===== config.mk =====
export PLATFORM = sky130hd
export DESIGN_NAME = deadline_task_scheduler
export DESIGN_NICKNAME = d
export VERILOG_FILES = /design/src/rtl/core/dts_pkg.sv /design/src/rtl/core/dts_cell.sv /design/src/rtl/core/deadline_task_scheduler.sv
export VERILOG_INCLUDE_DIRS = /design/src /design/src/rtl/core
export SDC_FILE = /design/constraint.sdc
export NUM_CORES = 2
export LEC_CHECK = 0
export CAP_MARGIN = 10
export CELL_PAD_IN_SITES_DETAIL_PLACEMENT = 0
export CELL_PAD_IN_SITES_GLOBAL_PLACEMENT = 1
export CORE_MARGIN = 10
export CORE_UTILIZATION = 50
export CTS_CLUSTER_SIZE = 10
export DETAILED_ROUTE_END_ITERATION = 8
export DONT_BUFFER_PORTS = 1
export HOLD_SLACK_MARGIN = 0.05
export PLACE_DENSITY = 0.74
export REMOVE_ABC_BUFFERS = 1
export SYNTH_ARGS = -nofsm -noshare
export SYNTH_HDL_FRONTEND = slang
export SYNTH_SLANG_ARGS = --single-unit

===== constraint.sdc =====
create_clock -name clk -period 7.95 [get_ports clk]
set_input_delay 0.3975 -clock clk [delete_from_list [all_inputs] [get_ports clk]]
set_output_delay 0.3975 -clock clk [all_outputs]
set_load 0.05 [all_outputs]

===== src/rtl/core/deadline_task_scheduler_defines.svh =====
// ----------------------------------------------------------------------------
// deadline_task_scheduler_defines
// assertion macros shared by the deadline task scheduler rtl
// ----------------------------------------------------------------------------
`ifndef DEADLINE_TASK_SCHEDULER_DEFINES_SVH
`define DEADLINE_TASK_SCHEDULER_DEFINES_SVH

// condition holds at every edge outside reset
`define DTS_ASSERT_ALWAYS(label, clk, rst_n, cond, msg) \
    label: assert property (@(posedge clk) disable iff (!rst_n) (cond)) else $error(msg);

// consequence holds at the edge after the trigger
`define DTS_ASSERT_NEXT(label, clk, rst_n, trig, cons, msg) \
    label: assert property (@(posedge clk) disable iff (!rst_n) (trig) |=> (cons)) \
        else $error(msg);

`endif


===== src/rtl/core/dts_pkg.sv =====
// ----------------------------------------------------------------------------
// dts_pkg
// opcodes, cell commands and fixed field widths of the deadline task scheduler
// ----------------------------------------------------------------------------
package dts_pkg;

    localparam int OP_BITS    = 3;
    localparam int DL_BITS    = 32;
    localparam int PORT_ID_BITS = 8;
    localparam int COUNT_BITS = 4;

    typedef enum logic [OP_BITS-1:0] {
        OP_ADD       = 3'd0,
        OP_REMOVE    = 3'd1,
        OP_PICK      = 3'd2,
        OP_DONE_OK   = 3'd3,
        OP_DONE_FAIL = 3'd4
    } op_t;

    typedef enum logic [1:0] {
        CELL_HOLD  = 2'd0,
        CELL_LOAD  = 2'd1,
        CELL_SHIFT = 2'd2,
        CELL_RENEW = 2'd3
    } cell_cmd_t;

    typedef struct packed {
        cell_cmd_t cmd;
        logic      in_use;
        logic      is_pick;
    } cell_ctl_t;

endpackage


===== src/rtl/core/dts_cell.sv =====
// ----------------------------------------------------------------------------
// dts_cell
// one task slot plus one stage of the search chain that walks the table
// ----------------------------------------------------------------------------
module dts_cell #(
    parameter int ID_BITS   = 8,
    parameter int SLOT_BITS = 3
) (
    input  logic                          clk,
    input  dts_pkg::cell_ctl_t            ctl,
    input  logic [SLOT_BITS-1:0]          slot_idx,
    input  logic [ID_BITS-1:0]            key,
    input  logic [dts_pkg::DL_BITS-1:0]   now,
    input  logic [ID_BITS-1:0]            new_id,
    input  logic [dts_pkg::DL_BITS-1:0]   new_deadline,
    input  logic [dts_pkg::DL_BITS-1:0]   new_period,
    input  logic [ID_BITS-1:0]            nbr_id,
    input  logic [dts_pkg::DL_BITS-1:0]   nbr_deadline,
    input  logic [dts_pkg::DL_BITS-1:0]   nbr_period,
    output logic [ID_BITS-1:0]            id,
    output logic [dts_pkg::DL_BITS-1:0]   deadline,
    output logic [dts_pkg::DL_BITS-1:0]   period,
    input  logic                          tin_found,
    input  logic [SLOT_BITS-1:0]          tin_slot,
    input  logic [dts_pkg::DL_BITS-1:0]   tin_deadline,
    input  logic [ID_BITS-1:0]            tin_id,
    output logic                          tout_found,
    output logic [SLOT_BITS-1:0]          tout_slot,
    output logic [dts_pkg::DL_BITS-1:0]   tout_deadline,
    output logic [ID_BITS-1:0]            tout_id
);

    logic [ID_BITS-1:0]          id_reg, id_next;
    logic [dts_pkg::DL_BITS-1:0] dl_reg, dl_next;
    logic [dts_pkg::DL_BITS-1:0] per_reg, per_next;

    logic                        found_reg, found_next;
    logic [SLOT_BITS-1:0]        slot_reg, slot_next;
    logic [dts_pkg::DL_BITS-1:0] best_dl_reg, best_dl_next;
    logic [ID_BITS-1:0]          best_id_reg, best_id_next;

    logic [dts_pkg::DL_BITS-1:0] diff_now;
    logic [dts_pkg::DL_BITS-1:0] diff_best;
    logic                        ready;
    logic                        earlier;
    logic                        take;

    // wraparound compares: sign bit of the 32-bit difference
    assign diff_now  = now - dl_reg;
    assign diff_best = dl_reg - tin_deadline;
    assign ready     = !diff_now[dts_pkg::DL_BITS-1];
    assign earlier   = diff_best[dts_pkg::DL_BITS-1];

    always_comb
    begin
        if (ctl.is_pick)
        begin
            take = ctl.in_use && ready && (!tin_found || earlier);
        end
        else
        begin
            take = ctl.in_use && !tin_found && (id_reg == key);
        end
    end

    always_comb
    begin
        if (take)
        begin
            found_next   = 1'b1;
            slot_next    = slot_idx;
            best_dl_next = dl_reg;
            best_id_next = id_reg;
        end
        else
        begin
            found_next   = tin_found;
            slot_next    = tin_slot;
            best_dl_next = tin_deadline;
            best_id_next = tin_id;
        end
    end

    always_comb
    begin
        id_next  = id_reg;
        dl_next  = dl_reg;
        per_next = per_reg;
        unique case (ctl.cmd)
            dts_pkg::CELL_HOLD:
            begin
            end
            dts_pkg::CELL_LOAD:
            begin
                id_next  = new_id;
                dl_next  = new_deadline;
                per_next = new_period;
            end
            dts_pkg::CELL_SHIFT:
            begin
                id_next  = nbr_id;
                dl_next  = nbr_deadline;
                per_next = nbr_period;
            end
            dts_pkg::CELL_RENEW:
            begin
                dl_next = now + per_reg;
            end
            default:
            begin
            end
        endcase
    end

    always_ff @(posedge clk)
    begin
        id_reg      <= id_next;
        dl_reg      <= dl_next;
        per_reg     <= per_next;
        found_reg   <= found_next;
        slot_reg    <= slot_next;
        best_dl_reg <= best_dl_next;
        best_id_reg <= best_id_next;
    end

    assign id            = id_reg;
    assign deadline      = dl_reg;
    assign period        = per_reg;
    assign tout_found    = found_reg;
    assign tout_slot     = slot_reg;
    assign tout_deadline = best_dl_reg;
    assign tout_id       = best_id_reg;

endmodule


===== src/rtl/core/deadline_task_scheduler.sv =====
// ----------------------------------------------------------------------------
// deadline_task_scheduler
// earliest-deadline-first table of periodic tasks with add, remove, pick
// and completion
// ----------------------------------------------------------------------------
// The task table is a row of MAX_TASKS slot cells. Every word walks a search
// token down the row, one cell per clock, to find an id or the ready task with
// the earliest deadline (32-bit wraparound compare, lowest slot on a tie).
// A word is latched on acceptance, then the token passes every cell, and a
// final step commits the table update and loads the result register before
// the next word is accepted. The result sits in its own register, so the
// next word is taken while it waits; a result still held by rsp_stall when
// the next word finishes its walk delays that commit.
// Removal compacts the table at the commit, as the hole and every live cell
// above it but the top one load their upper neighbor.
// ----------------------------------------------------------------------------
`include "deadline_task_scheduler_defines.svh"

module deadline_task_scheduler #(
    parameter int MAX_TASKS = 8,
    parameter int ID_BITS   = 8
) (
    input  logic                              clk,
    input  logic                              rst_n,
    input  logic                              req_valid,
    output logic                              req_stall,
    input  logic [dts_pkg::OP_BITS-1:0]       opcode,
    input  logic [dts_pkg::PORT_ID_BITS-1:0]  task_id,
    input  logic [dts_pkg::DL_BITS-1:0]       first_deadline,
    input  logic [dts_pkg::DL_BITS-1:0]       task_period,
    input  logic [dts_pkg::DL_BITS-1:0]       now,
    output logic                              rsp_valid,
    input  logic                              rsp_stall,
    output logic                              ok,
    output logic                              found,
    output logic [dts_pkg::PORT_ID_BITS-1:0]  chosen_id,
    output logic [dts_pkg::COUNT_BITS-1:0]    task_count
);

    localparam int SW   = (MAX_TASKS > 1) ? $clog2(MAX_TASKS) : 1;
    localparam int CNTW = $clog2(MAX_TASKS + 1);
    localparam int DLW  = dts_pkg::DL_BITS;

    typedef enum logic [2:0] {
        S_IDLE = 3'b001,
        S_SCAN = 3'b010,
        S_DONE = 3'b100
    } state_t;

    state_t                     state_reg, state_next;
    logic [SW-1:0]              cnt_reg, cnt_next;
    logic [CNTW-1:0]            count_reg, count_next;
    logic [SW-1:0]              pend_slot_reg, pend_slot_next;
    logic                       pend_valid_reg, pend_valid_next;
    logic                       rsp_valid_reg, rsp_valid_next;

    logic [dts_pkg::OP_BITS-1:0] op_reg;
    logic [ID_BITS-1:0]          key_reg;
    logic [DLW-1:0]              new_dl_reg;
    logic [DLW-1:0]              new_per_reg;
    logic [DLW-1:0]              now_reg;

    logic                               ok_reg, ok_next;
    logic                               found_reg, found_next;
    logic [dts_pkg::PORT_ID_BITS-1:0]   chosen_reg, chosen_next;
    logic [dts_pkg::COUNT_BITS-1:0]     task_count_reg;

    logic acc;
    logic commit;
    logic pend_ok;
    logic do_load;
    logic do_drop;
    logic do_renew;
    logic [SW-1:0] drop_slot;

    dts_pkg::cell_ctl_t cell_ctl [MAX_TASKS];

    logic [ID_BITS-1:0] c_id  [MAX_TASKS];
    logic [DLW-1:0]     c_dl  [MAX_TASKS];
    logic [DLW-1:0]     c_per [MAX_TASKS];

    logic               tk_found [MAX_TASKS+1];
    logic [SW-1:0]      tk_slot  [MAX_TASKS+1];
    logic [DLW-1:0]     tk_dl    [MAX_TASKS+1];
    logic [ID_BITS-1:0] tk_id    [MAX_TASKS+1];

    assign acc       = req_valid && !req_stall;
    assign req_stall = (state_reg != S_IDLE);
    assign commit    = (state_reg == S_DONE) && (!rsp_valid_reg || !rsp_stall);
    assign pend_ok   = pend_valid_reg && (CNTW'(pend_slot_reg) < count_reg);

    // empty token enters the head of the chain
    assign tk_found[0] = 1'b0;
    assign tk_slot[0]  = '0;
    assign tk_dl[0]    = '0;
    assign tk_id[0]    = '0;

    for (genvar k = 0; k < MAX_TASKS; k++)
    begin : g_cell
        logic [ID_BITS-1:0] nbr_id;
        logic [DLW-1:0]     nbr_dl;
        logic [DLW-1:0]     nbr_per;

        if (k + 1 < MAX_TASKS)
        begin : g_nbr
            assign nbr_id  = c_id[k+1];
            assign nbr_dl  = c_dl[k+1];
            assign nbr_per = c_per[k+1];
        end
        else
        begin : g_last
            assign nbr_id  = '0;
            assign nbr_dl  = '0;
            assign nbr_per = '0;
        end

        dts_cell #(
            .ID_BITS   (ID_BITS),
            .SLOT_BITS (SW)
        ) u_cell (
            .clk           (clk),
            .ctl           (cell_ctl[k]),
            .slot_idx      (SW'(k)),
            .key           (key_reg),
            .now           (now_reg),
            .new_id        (key_reg),
            .new_deadline  (new_dl_reg),
            .new_period    (new_per_reg),
            .nbr_id        (nbr_id),
            .nbr_deadline  (nbr_dl),
            .nbr_period    (nbr_per),
            .id            (c_id[k]),
            .deadline      (c_dl[k]),
            .period        (c_per[k]),
            .tin_found     (tk_found[k]),
            .tin_slot      (tk_slot[k]),
            .tin_deadline  (tk_dl[k]),
            .tin_id        (tk_id[k]),
            .tout_found    (tk_found[k+1]),
            .tout_slot     (tk_slot[k+1]),
            .tout_deadline (tk_dl[k+1]),
            .tout_id       (tk_id[k+1])
        );
    end

    // sequencer
    always_comb
    begin
        state_next = state_reg;
        cnt_next   = cnt_reg;
        unique case (state_reg)
            S_IDLE:
            begin
                cnt_next = '0;
                if (acc)
                begin
                    state_next = S_SCAN;
                end
            end
            S_SCAN:
            begin
                if (cnt_reg == SW'(MAX_TASKS - 1))
                begin
                    state_next = S_DONE;
                end
                else
                begin
                    cnt_next = cnt_reg + SW'(1);
                end
            end
            S_DONE:
            begin
                if (commit)
                begin
                    state_next = S_IDLE;
                end
            end
            default:
            begin
                state_next = S_IDLE;
            end
        endcase
    end

    // outcome of the word, from the token at the tail of the chain
    always_comb
    begin
        ok_next         = 1'b0;
        found_next      = 1'b0;
        chosen_next     = '0;
        do_load         = 1'b0;
        do_drop         = 1'b0;
        do_renew        = 1'b0;
        drop_slot       = pend_slot_reg;
        count_next      = count_reg;
        pend_valid_next = pend_valid_reg;
        pend_slot_next  = pend_slot_reg;
        unique case (dts_pkg::op_t'(op_reg))
            dts_pkg::OP_ADD:
            begin
                if (!tk_found[MAX_TASKS] && (count_reg < CNTW'(MAX_TASKS)))
                begin
                    do_load    = 1'b1;
                    count_next = count_reg + CNTW'(1);
                    ok_next    = 1'b1;
                end
            end
            dts_pkg::OP_REMOVE:
            begin
                if (tk_found[MAX_TASKS])
                begin
                    do_drop         = 1'b1;
                    drop_slot       = tk_slot[MAX_TASKS];
                    count_next      = count_reg - CNTW'(1);
                    pend_valid_next = 1'b0;
                    ok_next         = 1'b1;
                end
            end
            dts_pkg::OP_PICK:
            begin
                if (tk_found[MAX_TASKS])
                begin
                    ok_next         = 1'b1;
                    found_next      = 1'b1;
                    chosen_next     = dts_pkg::PORT_ID_BITS'(tk_id[MAX_TASKS]);
                    pend_slot_next  = tk_slot[MAX_TASKS];
                    pend_valid_next = 1'b1;
                end
                else
                begin
                    pend_valid_next = 1'b0;
                end
            end
            dts_pkg::OP_DONE_OK:
            begin
                if (pend_ok)
                begin
                    do_renew = 1'b1;
                    ok_next  = 1'b1;
                end
                pend_valid_next = 1'b0;
            end
            dts_pkg::OP_DONE_FAIL:
            begin
                if (pend_ok)
                begin
                    do_drop    = 1'b1;
                    count_next = count_reg - CNTW'(1);
                    ok_next    = 1'b1;
                end
                pend_valid_next = 1'b0;
            end
            default:
            begin
            end
        endcase
    end

    // per-slot commands; compaction shifts every live cell above the hole
    always_comb
    begin
        logic [CNTW-1:0] kk;
        for (int k = 0; k < MAX_TASKS; k++)
        begin
            kk                 = CNTW'(k);
            cell_ctl[k].in_use  = (kk < count_reg);
            cell_ctl[k].is_pick = (op_reg == dts_pkg::OP_PICK);
            cell_ctl[k].cmd     = dts_pkg::CELL_HOLD;
            if (commit)
            begin
                priority if (do_load && (kk == count_reg))
                begin
                    cell_ctl[k].cmd = dts_pkg::CELL_LOAD;
                end
                else if (do_renew && (kk == CNTW'(pend_slot_reg)))
                begin
                    cell_ctl[k].cmd = dts_pkg::CELL_RENEW;
                end
                else if (do_drop && (kk >= CNTW'(drop_slot)) &&
                         ((kk + CNTW'(1)) < count_reg))
                begin
                    cell_ctl[k].cmd = dts_pkg::CELL_SHIFT;
                end
                else
                begin
                    cell_ctl[k].cmd = dts_pkg::CELL_HOLD;
                end
            end
        end
    end

    always_comb
    begin
        rsp_valid_next = rsp_valid_reg;
        if (commit)
        begin
            rsp_valid_next = 1'b1;
        end
        else if (rsp_valid_reg && !rsp_stall)
        begin
            rsp_valid_next = 1'b0;
        end
    end

    always_ff @(posedge clk or negedge rst_n)
    begin
        if (!rst_n)
        begin
            state_reg      <= S_IDLE;
            cnt_reg        <= '0;
            count_reg      <= '0;
            pend_slot_reg  <= '0;
            pend_valid_reg <= 1'b0;
            rsp_valid_reg  <= 1'b0;
        end
        else
        begin
            state_reg     <= state_next;
            cnt_reg       <= cnt_next;
            rsp_valid_reg <= rsp_valid_next;
            if (commit)
            begin
                count_reg      <= count_next;
                pend_slot_reg  <= pend_slot_next;
                pend_valid_reg <= pend_valid_next;
            end
        end
    end

    always_ff @(posedge clk)
    begin
        if (acc)
        begin
            op_reg      <= opcode;
            key_reg     <= ID_BITS'(task_id);
            new_dl_reg  <= first_deadline;
            new_per_reg <= task_period;
            now_reg     <= now;
        end
        if (commit)
        begin
            ok_reg         <= ok_next;
            found_reg      <= found_next;
            chosen_reg     <= chosen_next;
            task_count_reg <= dts_pkg::COUNT_BITS'(count_next);
        end
    end

    assign rsp_valid  = rsp_valid_reg;
    assign ok         = ok_reg;
    assign found      = found_reg;
    assign chosen_id  = chosen_reg;
    assign task_count = task_count_reg;

    `DTS_ASSERT_ALWAYS(a_pend_in_table, clk, rst_n, !pend_valid_reg || (CNTW'(pend_slot_reg) < count_reg), "pending pick points past the table")
    `DTS_ASSERT_NEXT(a_count_on_commit, clk, rst_n, !commit, $stable(count_reg), "task count changed without a commit")
    `DTS_ASSERT_NEXT(a_accept_starts_scan, clk, rst_n, acc, state_reg == S_SCAN, "accepted word did not start the chain walk")

endmodule

==> impl_results.md <==
- First DRT Iteration DRCs: 3,766
- Synth area leader: edfxtp_1
- Reg power frac: 0.403
- Fin area: 70,800 um2
- Row cnt: approximately 130
- Final GP Congestion: 0.941
- Die footprint: 143,000 um2
- Fin Clk Skew: about 34 ps
- Layout area overhead: 10.5%
- Maximum clock rate: 0.194 GHz
- Final Hold Fails: 0
- Synthesis-stage register bit count: 1,025
- CP arrival: 5770 ps
- Final WL: 188,000 um
- RSZ-0062 raised after global routing: false
- Die Span Y: approximately 380 um
- Cell Area, Placed: 66,000 um2
- # nets final: 6,993
- Worst-case reg-to-reg path depth: 9
- Worst Path Required: 8560 ps
- Drt wl/cell: 23.7 um
- TritonCTS clock tree: yes
- Post-CTS sizing: 0
- Setup Crit Path Kind: reg2reg
- CTS Buf Count: 120
- Gr usage total: 0.257
- Register area share after synthesis: 0.431
- Cell variety after synth: 94
- Switching share of power: 0.334
- Hold depth: 1
- Clock Latency Late Sink: 760 ps
- Final ANT Viol Nets: 0
- Power Density: 247 nW/um2
- Cell Area, Synth: 64,000 um2
- Core Area: 127,000 um2
- Worst slew margin: 0.209
- Status: complete, no violations
- Max FO, Critical Path: 27
- Cells after synthesis: 6,050
- Clk pwr share: 0.301
- # IOs: 127
- DP Wirelength: 147,000 um
- Antenna violations before repair: 1
- IO Port Bufs: 0
- Number of global-route vias before repair: 47,300
- # DRC: 0
- Global route total overflow: 0
- Fraction of registers with async set/reset: 0.0146
- Number of synthesized flops with an enable pin: 697
- Top cell type's share of synthesized area: 0.327
- Setup_tns: 0 ps
- Final Power: approximately 17 mW
- Synth warn: 0
- CTS Buffer Depth: 3
- Worst hold path class: in2reg
- Clock sinks: 1,025
- Nature of the critical path endpoint: register
- # fillers: 10,900
- Die W: roughly 380 um
- Vias/cell: 5.93
- Share of layout cells above drive strength 1: 0.105
- Least-Margin Pin Slew: 1180 ps
- Drt first pass iters: 8
- Logic gate share of total power: 0.296
- Min Tclk post-route: 5160 ps
- P_sw: 5.83 mW
- Starting Density: 0.503
- Clk slew on worst S/H paths: 60 ps
- Largest net degree at the start of global routing: 74
- Max cap viols: 0
- First-pass GRT wire length: 283,000 um
- Cell Int Power: 11.6 mW
- DR vias: 46,900
- Leakage: 28.8 nW
- Root buffer cell: clkbuf_16
- Count leader, synth: ha_1
- Setup violators final: 0
- Predominant post-synthesis flop cell: edfxtp_1
- Top area cells in the synthesized netlist: edfxtp_1 33%, ha_1 14%, dfxtp_1 9.8%, mux2_2 6.1%, inv_1 3.2%
- Commonest cells post-synth: 730 x ha_1, 697 x edfxtp_1, 552 x inv_1, 382 x o21ai_0, 363 x a21oi_1
- Worst Setup Start Kind: register
- Fin crit share: 0.649
- H-tree level count: 3
- Post-synthesis average cell area: ~11 um2
- Slew Viols, Final: 0
- Max VDD drop: 0.000244 V
cell families after synthesis:
kind of cell / after synthesis / synth area share
simple gates: 1080 / 0.0833
compound gates: 1585 / 0.161
xor+xnor: 303 / 0.0414
flops: 1025 / 0.431
mux: 543 / 0.0918
fa+ha+maj: 738 / 0.145
buf+inv: 776 / 0.0468
worst paths after layout:
| kind | startpoint | endpoint | slack [ps] |
|---|---|---|---|
| worst max-delay path | op_reg[1] | g_cell[2].u_cell.deadline[30] | 2790 |
| min in group asynchronous | rst_n | cnt_reg[1] | 290 |
| worst min-delay path | first_deadline[24] | new_dl_reg[24] | 270 |
| worst max register to register | op_reg[1] | g_cell[2].u_cell.deadline[30] | 2790 |
| max in group asynchronous | rst_n | count_reg[3] | 6980 |
| worst min register to register | g_cell[6].u_cell.tout_slot[2] | g_cell[7].u_cell.tout_slot[2] | 410 |
power groups by stage:
stage,combinational (mW),sequential (mW),clock (mW)
6_report,5.16,7.03,5.25
2_1_floorplan,3.54,6.91,0
4_1_cts,5.12,7.00,5.34
3_3_place_gp,4.95,7.09,0
5_1_grt,5.73,7.06,5.54
3_5_place_dp,5.03,7.08,0
layer usage:
metal,vias to the layer above,wire length [um],global-route usage
met4,0,4930,0.0730
met1,22500,89500,0.375
met3,259,11600,0.0310
met5,-,0,0
li1,22600,-,-
met2,1467,81600,0.401
worst max-delay path, cell delays in order (launching register included):
cell and delay [ps]:
edfxtp_1 590, nor3_1 1020, mux2_2 440, nor2b_1 140
o31ai_1 270, and3_1 270, ha_1 760, inv_1 650
or4b_2 780, nand3_1 110
timing repair:
action	4_1_cts	5_1_grt
setup buffers	0	0
hold endpoints to repair	126	0
hold buffers	110	0
placed cells by master (no fill, tap or decap), types with 209 or more instances in the layout:
cell type | netlist | layout
a22oi_1 | 209 | 209
a21oi_1 | 363 | 362
nor2_1 | 221 | 213
ha_1 | 730 | 722
nand2_1 | 297 | 297
dfxtp_1 | 313 | 313
inv_1 | 552 | 544
mux2_2 | 346 | 346
o21ai_0 | 382 | 382
a21o_1 | 209 | 209
edfxtp_1 | 697 | 697
metrics by stage:
stage          std cells   util  setup slack [ps]  hold WS [ps]
3_5_place_dp        7574  0.518              2940           103
6_report            7912  0.556              2790           271
3_3_place_gp        7573  0.518              2840           103
2_1_floorplan       5828      -              2340           102
4_1_cts             7910  0.556              2920           209
5_1_grt             7910  0.556              2540           256
final cells by class:
cell class | count | area (um2) | share of cell area
Clock inverter | 14 | 143 | 0.00202
Inverter | 554 | 2080 | 0.0294
Tap cell | 1662 | 2080 | 0.0294
Multi-Input combinational cell | 4249 | 33600 | 0.475
Antenna cell | 2 | 5.00 | 0.0000707
Clock buffer | 212 | 3530 | 0.0499
Sequential cell | 1025 | 27600 | 0.390
Timing Repair Buffer | 194 | 1730 | 0.0244
Power figures use the tool's default switching activity.
